<file path="config.mk">
export PLATFORM = sky130hd
export DESIGN_NAME = bisection_cubic_root_finder_flat
export DESIGN_NICKNAME = d
export VERILOG_FILES = /design/src/hw/rtl/bcrf_pkg.sv /design/src/hw/rtl/bcrf_in_if.sv /design/src/hw/rtl/bcrf_out_if.sv /design/src/hw/rtl/bcrf_datapath.sv /design/src/hw/rtl/bcrf_ctrl.sv /design/src/hw/rtl/bisection_cubic_root_finder.sv /design/src/flat_wrapper.sv
export SDC_FILE = /design/constraint.sdc
export NUM_CORES = 2
export LEC_CHECK = 0
export BUFFER_PORTS_ARGS = -buffer_cell sky130_fd_sc_hd__buf_2
export CAP_MARGIN = 30
export CORE_MARGIN = 2
export CORE_UTILIZATION = 45
export DETAILED_ROUTE_END_ITERATION = 7
export PLACE_DENSITY = 0.69
export REMOVE_ABC_BUFFERS = 1
export SYNTH_ARGS = -nofsm -noshare
export SYNTH_HDL_FRONTEND = slang
export SYNTH_SLANG_ARGS = --single-unit
</file>
<file path="constraint.sdc">
create_clock -name clk_i -period 10.5 [get_ports clk_i]
set_input_delay 1.05 -clock clk_i [delete_from_list [all_inputs] [get_ports clk_i]]
set_output_delay 1.05 -clock clk_i [all_outputs]
set_load 0.01 [all_outputs]
</file>
<file path="src/hw/rtl/bcrf_pkg.sv">
// ----------------------------------------------------------------------------
// bcrf_pkg
// Shared types and constants of the bisection cubic root finder: datapath
// command codes, status bundle and the sign encoding of f(x).
// ----------------------------------------------------------------------------
package bcrf_pkg;

  localparam int unsigned TOL_WIDTH = 31;
  localparam int unsigned CNT_WIDTH = 7;

  typedef enum logic [3:0] {
    OP_NOP,
    OP_LOAD,   // capture interval, width and first limit
    OP_COUNT,  // one step of the iteration count search
    OP_XA,     // load clamped a into the evaluator
    OP_XB,     // load clamped b into the evaluator
    OP_XC,     // load clamped midpoint into the evaluator
    OP_MUL,    // product of running term and x
    OP_SUB,    // rescale product and subtract ten
    OP_SGNA,   // store sign of f(a)
    OP_SGNB,   // store sign of f(b)
    OP_UPD,    // sign of f(c) and interval update
    OP_MID,    // register the midpoint
    OP_OUT     // write the result register
  } op_e;

  typedef struct packed {
    op_e op;
  } cmd_t;

  typedef struct packed {
    logic grow;  // count search must continue
    logic last;  // current bisection step is the final one
  } stat_t;

  typedef struct packed {
    logic neg;
    logic nz;
  } sign_t;

endpackage

</file>
<file path="src/hw/rtl/bcrf_in_if.sv">
// ----------------------------------------------------------------------------
// bcrf_in_if
// Input channel: interval ends and permissible error, valid/ready handshake.
// ----------------------------------------------------------------------------
interface bcrf_in_if
  import bcrf_pkg::*;
#(
  parameter int unsigned VALUE_WIDTH = 32
);
  logic                          valid;
  logic                          ready;
  logic signed [VALUE_WIDTH-1:0] left_end;
  logic signed [VALUE_WIDTH-1:0] right_end;
  logic        [TOL_WIDTH-1:0]   tolerance;

  modport source (output valid, output left_end, output right_end, output tolerance,
                  input ready);
  modport sink   (input valid, input left_end, input right_end, input tolerance,
                  output ready);
endinterface

</file>
<file path="src/hw/rtl/bcrf_out_if.sv">
// ----------------------------------------------------------------------------
// bcrf_out_if
// Output channel: root estimate and iteration count, valid/ready handshake.
// ----------------------------------------------------------------------------
interface bcrf_out_if
  import bcrf_pkg::*;
#(
  parameter int unsigned VALUE_WIDTH = 32
);
  logic                          valid;
  logic                          ready;
  logic signed [VALUE_WIDTH-1:0] root_estimate;
  logic        [CNT_WIDTH-1:0]   iteration_count;

  modport source (output valid, output root_estimate, output iteration_count,
                  input ready);
  modport sink   (input valid, input root_estimate, input iteration_count,
                  output ready);
endinterface

</file>
<file path="src/hw/rtl/bcrf_datapath.sv">
// ----------------------------------------------------------------------------
// bcrf_datapath
// Interval registers, count search, shared-multiplier Horner evaluator of
// f(x) = x^3 - 1.8x^2 - 10x + 17 and the result register.
// ----------------------------------------------------------------------------
module bcrf_datapath
  import bcrf_pkg::*;
#(
  parameter int unsigned MAX_ITER    = 64,
  parameter int unsigned FRAC_BITS   = 16,
  parameter int unsigned VALUE_WIDTH = 32
) (
  input  logic                          clk_i,
  input  logic                          rst_ni,
  input  cmd_t                          cmd_i,
  output stat_t                         stat_o,
  input  logic signed [VALUE_WIDTH-1:0] left_end_i,
  input  logic signed [VALUE_WIDTH-1:0] right_end_i,
  input  logic        [TOL_WIDTH-1:0]   tolerance_i,
  output logic signed [VALUE_WIDTH-1:0] root_estimate_o,
  output logic        [CNT_WIDTH-1:0]   iteration_count_o
);

  localparam int unsigned VW = VALUE_WIDTH;
  localparam int unsigned XW = FRAC_BITS + 6;   // clamped x
  localparam int unsigned TW = FRAC_BITS + 11;  // running Horner term
  localparam int unsigned PW = TW + XW;         // product
  localparam int unsigned SW = PW - FRAC_BITS + 1;
  localparam int unsigned CW = (VW > XW) ? VW : XW;
  localparam int unsigned LW = (VW + 2 > TOL_WIDTH + 1) ? VW + 2 : TOL_WIDTH + 1;

  localparam longint ONE = 64'sd1 <<< FRAC_BITS;
  localparam logic signed [TW-1:0] C_ONE_EIGHT = TW'((18 * ONE + 5) / 10);
  localparam logic signed [TW-1:0] C_TEN       = TW'(10 * ONE);
  localparam logic signed [SW-1:0] C_SEVENTEEN = SW'(17 * ONE);
  localparam logic signed [CW-1:0] X_LIMIT     = CW'(16 * ONE);

  function automatic logic opposite(sign_t x, sign_t y);
    return x.nz && y.nz && (x.neg != y.neg);
  endfunction

  logic signed [VW-1:0]    a_q, b_q, c_q;
  logic        [VW:0]      width_q;
  logic        [LW-1:0]    lim_q;
  logic        [CNT_WIDTH-1:0] n_q, done_q;
  logic signed [XW-1:0]    xc_q;
  logic signed [TW-1:0]    t_q;
  logic signed [PW-1:0]    p_q;
  sign_t                   sa_q, sb_q;
  logic signed [VW-1:0]    root_q;
  logic        [CNT_WIDTH-1:0] cnt_q;

  logic signed [VW-1:0]    x_sel;
  logic signed [CW-1:0]    x_ext, x_clamp;
  logic signed [XW-1:0]    xc_d;
  logic signed [VW:0]      diff, sum;
  logic        [VW:0]      width_d;
  logic signed [VW-1:0]    mid;
  logic signed [SW-1:0]    f_val;
  sign_t                   sc;
  logic                    flip_a, flip_b;

  always_comb begin
    unique case (cmd_i.op)
      OP_XB:   x_sel = b_q;
      OP_XC:   x_sel = c_q;
      default: x_sel = a_q;
    endcase
  end

  // the clamp keeps every intermediate of the Horner chain bounded
  assign x_ext   = CW'(x_sel);
  assign x_clamp = (x_ext > X_LIMIT) ? X_LIMIT : ((x_ext < -X_LIMIT) ? -X_LIMIT : x_ext);
  assign xc_d    = XW'(x_clamp);

  assign diff    = (VW+1)'(right_end_i) - (VW+1)'(left_end_i);
  assign width_d = diff[VW] ? $unsigned(-diff) : $unsigned(diff);

  assign sum = (VW+1)'(a_q) + (VW+1)'(b_q);
  assign mid = VW'(sum >>> 1);

  assign f_val  = SW'(p_q >>> FRAC_BITS) + C_SEVENTEEN;
  assign sc.neg = f_val[SW-1];
  assign sc.nz  = |f_val;
  assign flip_b = opposite(sc, sa_q);
  assign flip_a = opposite(sc, sb_q);

  assign stat_o.grow = (LW'(width_q) >= lim_q) && (n_q < CNT_WIDTH'(MAX_ITER));
  assign stat_o.last = (done_q == n_q - CNT_WIDTH'(1));

  always_ff @(posedge clk_i or negedge rst_ni) begin
    if (!rst_ni) begin
      n_q    <= '0;
      done_q <= '0;
    end else begin
      unique case (cmd_i.op)
        OP_LOAD: begin
          n_q    <= CNT_WIDTH'(1);
          done_q <= '0;
        end
        OP_COUNT: begin
          if (stat_o.grow) begin
            n_q <= n_q + CNT_WIDTH'(1);
          end
        end
        OP_UPD:  done_q <= done_q + CNT_WIDTH'(1);
        default: ;
      endcase
    end
  end

  always_ff @(posedge clk_i) begin
    unique case (cmd_i.op)
      OP_LOAD: begin
        a_q     <= left_end_i;
        b_q     <= right_end_i;
        width_q <= width_d;
        lim_q   <= LW'({tolerance_i, 1'b0});
      end
      OP_COUNT: begin
        if (stat_o.grow) begin
          lim_q <= lim_q << 1;
        end
      end
      OP_XA, OP_XB, OP_XC: begin
        xc_q <= xc_d;
        t_q  <= TW'(xc_d) - C_ONE_EIGHT;
      end
      OP_MUL:  p_q  <= PW'(t_q) * PW'(xc_q);
      OP_SUB:  t_q  <= TW'(p_q >>> FRAC_BITS) - C_TEN;
      OP_SGNA: sa_q <= sc;
      OP_SGNB: sb_q <= sc;
      OP_MID:  c_q  <= mid;
      OP_UPD: begin
        // both tests use the signs from the start of the step
        if (flip_b) begin
          b_q  <= c_q;
          sb_q <= sc;
        end
        if (flip_a) begin
          a_q  <= c_q;
          sa_q <= sc;
        end
      end
      OP_OUT: begin
        root_q <= mid;
        cnt_q  <= n_q;
      end
      default: ;
    endcase
  end

  assign root_estimate_o   = root_q;
  assign iteration_count_o = cnt_q;

  a_count_bounded: assert property (@(posedge clk_i) disable iff (!rst_ni)
    (cmd_i.op == OP_COUNT && stat_o.grow) |=> (n_q <= CNT_WIDTH'(MAX_ITER)))
    else $error("iteration count exceeds limit");

  a_step_in_range: assert property (@(posedge clk_i) disable iff (!rst_ni)
    (cmd_i.op == OP_UPD) |-> (done_q < n_q))
    else $error("bisection step beyond iteration count");

  a_out_count_valid: assert property (@(posedge clk_i) disable iff (!rst_ni)
    (cmd_i.op == OP_OUT) |-> (n_q >= CNT_WIDTH'(1) && n_q <= CNT_WIDTH'(MAX_ITER)))
    else $error("result written with an iteration count out of range");

endmodule

</file>
<file path="src/hw/rtl/bcrf_ctrl.sv">
// ----------------------------------------------------------------------------
// bcrf_ctrl
// Sequencer: count search, evaluation of f(a) and f(b), then one midpoint
// evaluation and interval update per bisection step, then the result.
// ----------------------------------------------------------------------------
module bcrf_ctrl
  import bcrf_pkg::*;
(
  input  logic  clk_i,
  input  logic  rst_ni,
  input  logic  in_valid_i,
  output logic  in_ready_o,
  output logic  out_valid_o,
  input  logic  out_ready_i,
  input  stat_t stat_i,
  output cmd_t  cmd_o
);

  typedef enum logic [3:0] {
    S_IDLE, S_COUNT, S_LOAD, S_MUL1, S_SUB, S_MUL2, S_SIGN, S_MID, S_OUT
  } state_e;

  typedef enum logic [1:0] {T_A, T_B, T_C} tgt_e;

  state_e state_q;
  tgt_e   tgt_q;
  logic   out_valid_q;
  logic   slot_free;

  assign slot_free   = !out_valid_q || out_ready_i;
  assign in_ready_o  = (state_q == S_IDLE);
  assign out_valid_o = out_valid_q;

  always_comb begin
    cmd_o.op = OP_NOP;
    unique case (state_q)
      S_IDLE:  cmd_o.op = in_valid_i ? OP_LOAD : OP_NOP;
      S_COUNT: cmd_o.op = OP_COUNT;
      S_LOAD: begin
        unique case (tgt_q)
          T_A:     cmd_o.op = OP_XA;
          T_B:     cmd_o.op = OP_XB;
          default: cmd_o.op = OP_XC;
        endcase
      end
      S_MUL1, S_MUL2: cmd_o.op = OP_MUL;
      S_SUB:   cmd_o.op = OP_SUB;
      S_SIGN: begin
        unique case (tgt_q)
          T_A:     cmd_o.op = OP_SGNA;
          T_B:     cmd_o.op = OP_SGNB;
          default: cmd_o.op = OP_UPD;
        endcase
      end
      S_MID:   cmd_o.op = OP_MID;
      S_OUT:   cmd_o.op = slot_free ? OP_OUT : OP_NOP;
      default: cmd_o.op = OP_NOP;
    endcase
  end

  always_ff @(posedge clk_i or negedge rst_ni) begin
    if (!rst_ni) begin
      state_q     <= S_IDLE;
      tgt_q       <= T_A;
      out_valid_q <= 1'b0;
    end else begin
      // a new result replaces the one leaving in the same cycle
      if (state_q == S_OUT && slot_free) begin
        out_valid_q <= 1'b1;
      end else if (out_valid_q && out_ready_i) begin
        out_valid_q <= 1'b0;
      end
      unique case (state_q)
        S_IDLE: begin
          if (in_valid_i) begin
            state_q <= S_COUNT;
          end
        end
        S_COUNT: begin
          if (!stat_i.grow) begin
            tgt_q   <= T_A;
            state_q <= S_LOAD;
          end
        end
        S_LOAD: state_q <= S_MUL1;
        S_MUL1: state_q <= S_SUB;
        S_SUB:  state_q <= S_MUL2;
        S_MUL2: state_q <= S_SIGN;
        S_SIGN: begin
          unique case (tgt_q)
            T_A: begin
              tgt_q   <= T_B;
              state_q <= S_LOAD;
            end
            T_B:     state_q <= S_MID;
            default: state_q <= stat_i.last ? S_OUT : S_MID;
          endcase
        end
        S_MID: begin
          tgt_q   <= T_C;
          state_q <= S_LOAD;
        end
        S_OUT: begin
          if (slot_free) begin
            state_q <= S_IDLE;
          end
        end
        default: state_q <= S_IDLE;
      endcase
    end
  end

  a_no_overwrite: assert property (@(posedge clk_i) disable iff (!rst_ni)
    (cmd_o.op == OP_OUT) |-> (!out_valid_q || out_ready_i))
    else $error("result register written while a transaction is pending");

  a_valid_from_out: assert property (@(posedge clk_i) disable iff (!rst_ni)
    $rose(out_valid_q) |-> $past(cmd_o.op == OP_OUT))
    else $error("output valid raised without a result write");

  a_load_only_idle: assert property (@(posedge clk_i) disable iff (!rst_ni)
    (cmd_o.op == OP_LOAD) |=> (state_q == S_COUNT))
    else $error("load did not start the count search");

endmodule

</file>
<file path="src/hw/rtl/bisection_cubic_root_finder.sv">
// ----------------------------------------------------------------------------
// bisection_cubic_root_finder
// Bisection root finder for f(x) = x^3 - 1.8x^2 - 10x + 17 in signed fixed
// point.
// ----------------------------------------------------------------------------
// usage:
//   in_i carries an interval (left_end, right_end) and a tolerance; out_o
//   returns the root estimate and the number of bisection steps n, one
//   transaction out for each transaction in.
//   n is the smallest count >= 1 with |b - a| / 2^n below the tolerance,
//   saturated at MAX_ITER.
//   from an input transaction to output valid the sequencer runs the count
//   search, evaluates f(a) and f(b), then evaluates the midpoint and updates
//   the interval in each step, and finally writes the result. Each step is
//   bound by the one shared multiplier that each evaluation uses twice.
//   one item is in flight at a time; in_i.ready is high when the sequencer
//   is idle. The result sits in an output register, so a new item can be
//   taken while the receiver stalls; the next result waits until the
//   register is free.
//   reset clears the sequencer and output valid; no clearing pass is needed.
// ----------------------------------------------------------------------------
module bisection_cubic_root_finder
  import bcrf_pkg::*;
#(
  parameter int unsigned MAX_ITER    = 64,
  parameter int unsigned FRAC_BITS   = 16,
  parameter int unsigned VALUE_WIDTH = 32
) (
  input  logic        clk_i,
  input  logic        rst_ni,
  bcrf_in_if.sink     in_i,
  bcrf_out_if.source  out_o
);

  cmd_t  cmd;
  stat_t stat;
  logic  in_ready;
  logic  out_valid;

  bcrf_ctrl u_ctrl (
    .clk_i       (clk_i),
    .rst_ni      (rst_ni),
    .in_valid_i  (in_i.valid),
    .in_ready_o  (in_ready),
    .out_valid_o (out_valid),
    .out_ready_i (out_o.ready),
    .stat_i      (stat),
    .cmd_o       (cmd)
  );

  bcrf_datapath #(
    .MAX_ITER    (MAX_ITER),
    .FRAC_BITS   (FRAC_BITS),
    .VALUE_WIDTH (VALUE_WIDTH)
  ) u_datapath (
    .clk_i             (clk_i),
    .rst_ni            (rst_ni),
    .cmd_i             (cmd),
    .stat_o            (stat),
    .left_end_i        (in_i.left_end),
    .right_end_i       (in_i.right_end),
    .tolerance_i       (in_i.tolerance),
    .root_estimate_o   (out_o.root_estimate),
    .iteration_count_o (out_o.iteration_count)
  );

  assign in_i.ready  = in_ready;
  assign out_o.valid = out_valid;

endmodule
</file>
<file path="src/flat_wrapper.sv">
// flat-port wrapper written by rule: the top's interface ports become plain ports
module bisection_cubic_root_finder_flat import bcrf_pkg::*;
#(
  parameter int unsigned MAX_ITER    = 64,
  parameter int unsigned FRAC_BITS   = 16,
  parameter int unsigned VALUE_WIDTH = 32
)
  (clk_i, rst_ni, in_i_valid, in_i_left_end, in_i_right_end, in_i_tolerance, in_i_ready, out_o_valid, out_o_root_estimate, out_o_iteration_count, out_o_ready);
  bcrf_in_if #(.VALUE_WIDTH(VALUE_WIDTH)) in_i_i ();
  bcrf_out_if #(.VALUE_WIDTH(VALUE_WIDTH)) out_o_i ();
  input  logic clk_i;
  input  logic rst_ni;
  input wire logic [$bits(in_i_i.valid)-1:0] in_i_valid;
  input wire logic [$bits(in_i_i.left_end)-1:0] in_i_left_end;
  input wire logic [$bits(in_i_i.right_end)-1:0] in_i_right_end;
  input wire logic [$bits(in_i_i.tolerance)-1:0] in_i_tolerance;
  output wire logic [$bits(in_i_i.ready)-1:0] in_i_ready;
  output wire logic [$bits(out_o_i.valid)-1:0] out_o_valid;
  output wire logic [$bits(out_o_i.root_estimate)-1:0] out_o_root_estimate;
  output wire logic [$bits(out_o_i.iteration_count)-1:0] out_o_iteration_count;
  input wire logic [$bits(out_o_i.ready)-1:0] out_o_ready;
  assign in_i_i.valid = in_i_valid;
  assign in_i_i.left_end = in_i_left_end;
  assign in_i_i.right_end = in_i_right_end;
  assign in_i_i.tolerance = in_i_tolerance;
  assign in_i_ready = in_i_i.ready;
  assign out_o_valid = out_o_i.valid;
  assign out_o_root_estimate = out_o_i.root_estimate;
  assign out_o_iteration_count = out_o_i.iteration_count;
  assign out_o_i.ready = out_o_ready;
  bisection_cubic_root_finder #(.MAX_ITER(MAX_ITER), .FRAC_BITS(FRAC_BITS), .VALUE_WIDTH(VALUE_WIDTH)) u_core (.clk_i(clk_i), .rst_ni(rst_ni), .in_i(in_i_i), .out_o(out_o_i));
endmodule
</file>
Word level (Yosys, flattened, before mapping)
Cells that the tools add are included. W data, S select, Z words.

Logic and storage cells: 127. Output and inout bits: 41. Input port bits: 99. Register bits: 325.

Add/subtract/negate cells: 9. Multiplexer cells: 34. Order comparisons: 4. Reductions and logical operators: 28. Equal/unequal tests: 31. Multiply operators: 1.

Operators with widths (number): $pmux W32 S2 (3); $mux W32 (3); $pmux W34 S2 (1); $pmux W27 S2 (1); $mul A27 B22 Y49 (1); $mux W22 (2); $pmux W4 S9 (1); $add A33 B22 Y34 const B (1); $ge A33 B34 Y1 (1); $mux W34 (1); $reduce_or A34 Y1 (1); $add A32 B32 Y33 (1); $neg A33 Y33 (1); $sub A32 B32 Y33 (1); $eq A4 B3 Y1 const B (8); $gt A32 B22 Y1 const B (1); $lt A32 B21 Y1 const B (1); $pmux W4 S8 (1); $pmux W7 S2 (2); $sub A27 B21 Y27 const B (1); $eq A4 B4 Y1 const B (6); $sub A22 B18 Y23 const B (1); $mux W4 (5); $eq A4 B2 Y1 const B (4); other kinds (27) (58).

Logic depth before layout (Yosys ltp)
Depth after elaboration: 11. Gate-level depth with buffers: 30. Mapped depth without buffers: 28.

By module
A second synthesis with hierarchy kept.

Cells, all modules: 3980. Area total of the unflattened synthesis: 38742.2 µm².

Modules (own cells, without submodules): bcrf_datapath (instances 1, cells an instance 3920, area an instance 38227.9 µm², sequential area each 8968.6 µm²); bcrf_ctrl (instances 1, cells an instance 60, area an instance 514.2 µm², sequential area each 175.2 µm²).

Least setup slack after synthesis
No wires, ideal clock.

Kind: reg-to-reg. From: reg u_core.u_datapath.xc_q[1]. To: reg u_core.u_datapath.p_q[48] (data pin). Setup time: 0.260 ns. Arrival: 6.930 ns. Required time: 10.240 ns. Clock period less this slack: 7.190 ns. Stages on the path, launching flop included: 27. Buffers on the path: 2. Slack: 3.310 ns. Cells stage by stage: edfxtp_1 -> clkbuf_1 -> clkbuf_1 -> nand2_1 -> fa_1 -> fa_1 -> fa_1 -> inv_1 -> fa_1 -> fa_1 -> fa_1 -> inv_1 -> fa_1 -> inv_1 -> ha_1 -> a21oi_1 -> o21ai_0 -> a211oi_1 -> o21a_1 -> o21ai_1 -> o2bb2ai_1 -> a41o_1 -> o41a_1 -> and2_1 -> o21a_1 -> nor2_1 -> xnor2_1.

Word-level cells in the longest chain between the ends: 1.

RTL lines: start, declared (RTL line bcrf_datapath.sv:46) `logic signed [XW-1:0] xc_q;`; start signal, assigned (RTL line bcrf_datapath.sv:126) `xc_q <= xc_d;`; $mul A27 B22 Y49 (RTL line bcrf_datapath.sv:129) `OP_MUL: p_q <= PW'(t_q) * PW'(xc_q);`; end signal, assigned (RTL line bcrf_datapath.sv:129); end, declared (RTL line bcrf_datapath.sv:48) `logic signed [PW-1:0] p_q;`.

Every way passes these cells. A chain may end at the register's enable or synchronous reset.

Final worst setup path
From: reg u_core.u_datapath.xc_q[5]. To: reg u_core.u_datapath.p_q[48] (data pin).

Same word-level chain as after synthesis.

==> metrics.sh <==
CRIT_TYPE='flip-flop to flip-flop'
FINAL.SETUP_SKEW_NS=0.0169
FINAL_LAYOUT_SIZE_SUFFIX_GT1_FRAC=0.0795
CTS_SINKS=308
GRT_UTIL_ALL_LAYERS=0.235
RSZ0062_AT_GRT='no'
CRITPATHCAPTURETYPE='flip-flop'
TIGHTEST_SLEW_NS=1.07
MAX_FREQ_GHz=0.118
CTS-ROOT-BUF='clkbuf_16'
FINAL-SETUP-VIOL-COUNT=0
TRITONCTS='built'
NUMBER_OF_SYNTHESIZED_FLOPS_WITH_AN_ENABLE_PIN=287
SYNTH-ASYNC-RESET-RATIO=0.0682
CELLS_AFTER_SYNTH=3942
PLACE.PORT_BUFFERS=139
SLEW-LIMIT-HEADROOM=0.285
NUMCTSBUFFERS=37
PLACEMENTROWS=107
CTS_RESIZED=0
PLACE_CONGESTION=0.941
TOTAL_GR_OVERFLOW=0
YOSYSUNIQUECELLTYPES=99
CTS-HTREE-LEVELS=2
CLOCK_LATENCY_NS=0.56
DPL.HPWL_MM=78.6
TOTALNEGATIVESETUPSLACK_NS=0
POST_ROUTE_MINIMUM_PERIOD_NS=8.44
DATA_REQUIRED_TIME_AT_THE_WORST_ENDPOINT_NS=10.79
SYNTH_FLOP_CELL='edfxtp_1'
MAPPEDNETLISTAREA_UM2=38500
FIN_AREA_UM2=41500
ROUTE.FINAL.WIRE_LENGTH_MM=99.4
GRT_PASS1_VIAS=29300
SYNTHESIS.AREA_PER_INSTANCE_UM2=9.78
PRE_CTS_WS_NS=2.16
LARGEST_NET_DEGREE_AT_THE_START_OF_GLOBAL_ROUTING=65
DETAILEDROUTE.FIRSTPASSITERATIONCOUNT=6
INITIAL_UTILIZATION=0.453
PLACED_AREA_UM2=40300
FINAL_UTIL=0.488
YOSYSSEQAREASHARE=0.237
TIMING.FINAL.WS_SETUP_NS=2.06
CTS-ROOT-TO-SINK-BUFFERS=3
NUMBER_OF_ANTENNA_VIOLATIONS_AT_THE_FIRST_CHECK_IN_GLOBAL_ROUTING=2
TIMING.FINAL.CRIT_SHARE=0.804
WORST_SETUP_HOLD_PATH_CLK_SLEW_NS=0.06
FP.DIEAREA_UM2=88000
DIEWIDTH_UM=297
VIAS=27800
GRT_FIRST_PASS_WIRELENGTH_MM=161
CRITICAL_PATH.MAX_FANOUT=27
CORE_UM2=85000
SLEW_VIOL_FINAL=0
MIN-DELAY-PATH-CLASS='primary input to async pin'
DRT-VIAS-PER-INSTANCE=5.38
INITIALDRTVIOLATIONCOUNT=2082
POSTROUTEANTENNANETS=0
IOS=140
AREA_GROWTH_SYN_TO_LAYOUT_PCT=7.75
FINISH.NET_COUNT=4940
FP.DIEH_UM=297
DATA_ARRIVAL_CRITICAL_PATH_NS=8.74
CRITICAL_PATH.STARTPOINT_TYPE='flip-flop'
YOSYSWARNINGS=0
POSTCTSSETUPBUFFERS=0
CTS-HOLD-FIX-BUFFERS=0
FINALHOLDVIOLATIONS=0
RUN_STATUS='complete, no violations'
DRC=0
TIMING.MAX_CAP.VIOLATIONS=0
SYNTH.FF_LATCH_COUNT=308
ROUTED_WIRE_LENGTH_PER_INSTANCE_UM=19.2
==> worst paths after layout <==
path | startpoint | to | slack [ns] | cells after the start
setup reg to reg | u_core.u_datapath.xc_q[5] | u_core.u_datapath.p_q[48] | 2.06 | 25
hold / removal | rst_ni | u_core.u_datapath.n_q[4] | 0.46 | 1
max in group asynchronous | rst_ni | u_core.u_datapath.done_q[5] | 9.70 | 1
setup / recovery | u_core.u_datapath.xc_q[5] | u_core.u_datapath.p_q[48] | 2.06 | 25
min in group clk_i | u_core.u_datapath.done_q[3] | u_core.u_datapath.done_q[3] | 0.56 | 1
hold reg to reg | u_core.u_datapath.done_q[3] | u_core.u_datapath.done_q[3] | 0.56 | 1
==> cell type report <==
class                           instances  area (um2)
Multi-Input combinational cell       2747       26000
Timing Repair Buffer                  170         956
Sequential cell                       308        9140
Clock inverter                         23         208
Inverter                              732        2750
Tap cell                             1144        1430
Fill cell                            7829       43500
Clock buffer                           45         998
Antenna cell                            1        2.50
==> kinds of logic (layout without fill, tap and decap cells) <==
| kind of cell | after synthesis | count (layout) | synth area share |
|---|---|---|---|
| other | 0 | 1 | 0 |
| multiplexers | 44 | 44 | 0.0125 |
| flip-flops | 308 | 308 | 0.237 |
| buffers and inverters | 887 | 970 | 0.0880 |
| adder cells (fa/ha/maj) | 845 | 845 | 0.392 |
| AO/OA/AOI/OAI | 483 | 483 | 0.0823 |
| AND/OR/NAND/NOR | 1221 | 1221 | 0.153 |
| XOR/XNOR | 154 | 154 | 0.0350 |
==> worst max-delay path, cell delays in order, from the launching register on <==
cell and delay (ns):
edfxtp_1 1.06, and2_1 0.28, fa_1 0.46, fa_1 0.51, inv_1 0.05, fa_1 0.46
fa_1 0.52, inv_1 0.05, ha_1 0.29, fa_1 0.48, inv_1 0.05, fa_1 0.47
inv_1 0.04, ha_1 0.29, a2111oi_0 0.42, o21ai_1 0.25, a211oi_1 0.39, o21a_1 0.39
o21ai_1 0.22, o2bb2ai_1 0.26, a41o_1 0.32, o41a_1 0.34, and2_1 0.20, o21a_1 0.19
nor2_1 0.12, xnor2_1 0.07
==> Yosys cell counts (43+ instances only) <==
library cell | n | area (um2)
inv_1 | 730 | 2740
fa_1 | 602 | 12100
nand2_1 | 546 | 2050
edfxtp_1 | 287 | 8620
and2_1 | 249 | 1560
ha_1 | 243 | 3040
nor2_1 | 151 | 567
clkbuf_1 | 137 | 514
a21oi_1 | 130 | 651
o21ai_0 | 109 | 546
xnor2_1 | 106 | 928
nor2b_1 | 48 | 300
xor2_1 | 48 | 420
nand3_1 | 44 | 220
a21o_1 | 43 | 323
==> stage by stage <==
stage,hold WS [ns],std cells
floorplan,0.488,3787
global placement,0.543,5098
detailed placement,0.557,5100
CTS,0.460,5168
global route,0.484,5169
finish,0.458,5170
==> metal layers <==
| layer | wire, um | track usage | vias to the layer above |
|---|---|---|---|
| met5 | 14 | 0 | - |
| met4 | 2990 | 0.0744 | 2 |
| met3 | 7430 | 0.0380 | 197 |
| met2 | 48000 | 0.393 | 1028 |
| met1 | 41000 | 0.314 | 13900 |
| li1 | - | - | 12600 |
==> sequential cells by signal (all words and copies together), names as in the netlist, 7 cells and up <==
| name | count |
|---|---|
| u_core.u_datapath.xc_q | 22 |
| u_core.u_datapath.b_q | 32 |
| u_core.u_datapath.done_q | 7 |
| u_core.u_datapath.t_q | 27 |
| u_core.u_datapath.lim_q | 33 |
| u_core.u_datapath.a_q | 32 |
| u_core.u_datapath.c_q | 32 |
| u_core.u_datapath.p_q | 33 |
| u_core.u_datapath.iteration_count_o | 7 |
| u_core.u_datapath.width_q | 33 |
| u_core.u_datapath.root_estimate_o | 32 |
| u_core.u_datapath.n_q | 7 |
==> cell usage in the layout (no fill, tap or decap), types with 12 or more instances in the layout <==
cell	count
clkbuf_16	39
fa_1	602
nor2b_1	48
and3_1	13
nand3_1	44
a211oi_1	14
a31oi_1	23
buf_4	29
a21oi_1	130
nor4_1	28
a211o_1	12
nor2_1	149
a21o_1	43
xnor2_1	106
and2_1	249
mux2_2	31
edfxtp_1	287
ha_1	243
nand4_1	20
nor3_1	35
xor2_1	48
dfrtp_1	21
nand2_1	546
nand2b_1	28
mux2i_1	12
buf_2	139
o21ai_1	16
o21ai_0	109
o21a_1	28
inv_1	730
Power is not shown: default switching activity piles up to over one toggle a cycle in this logic, so the estimate is an artifact.
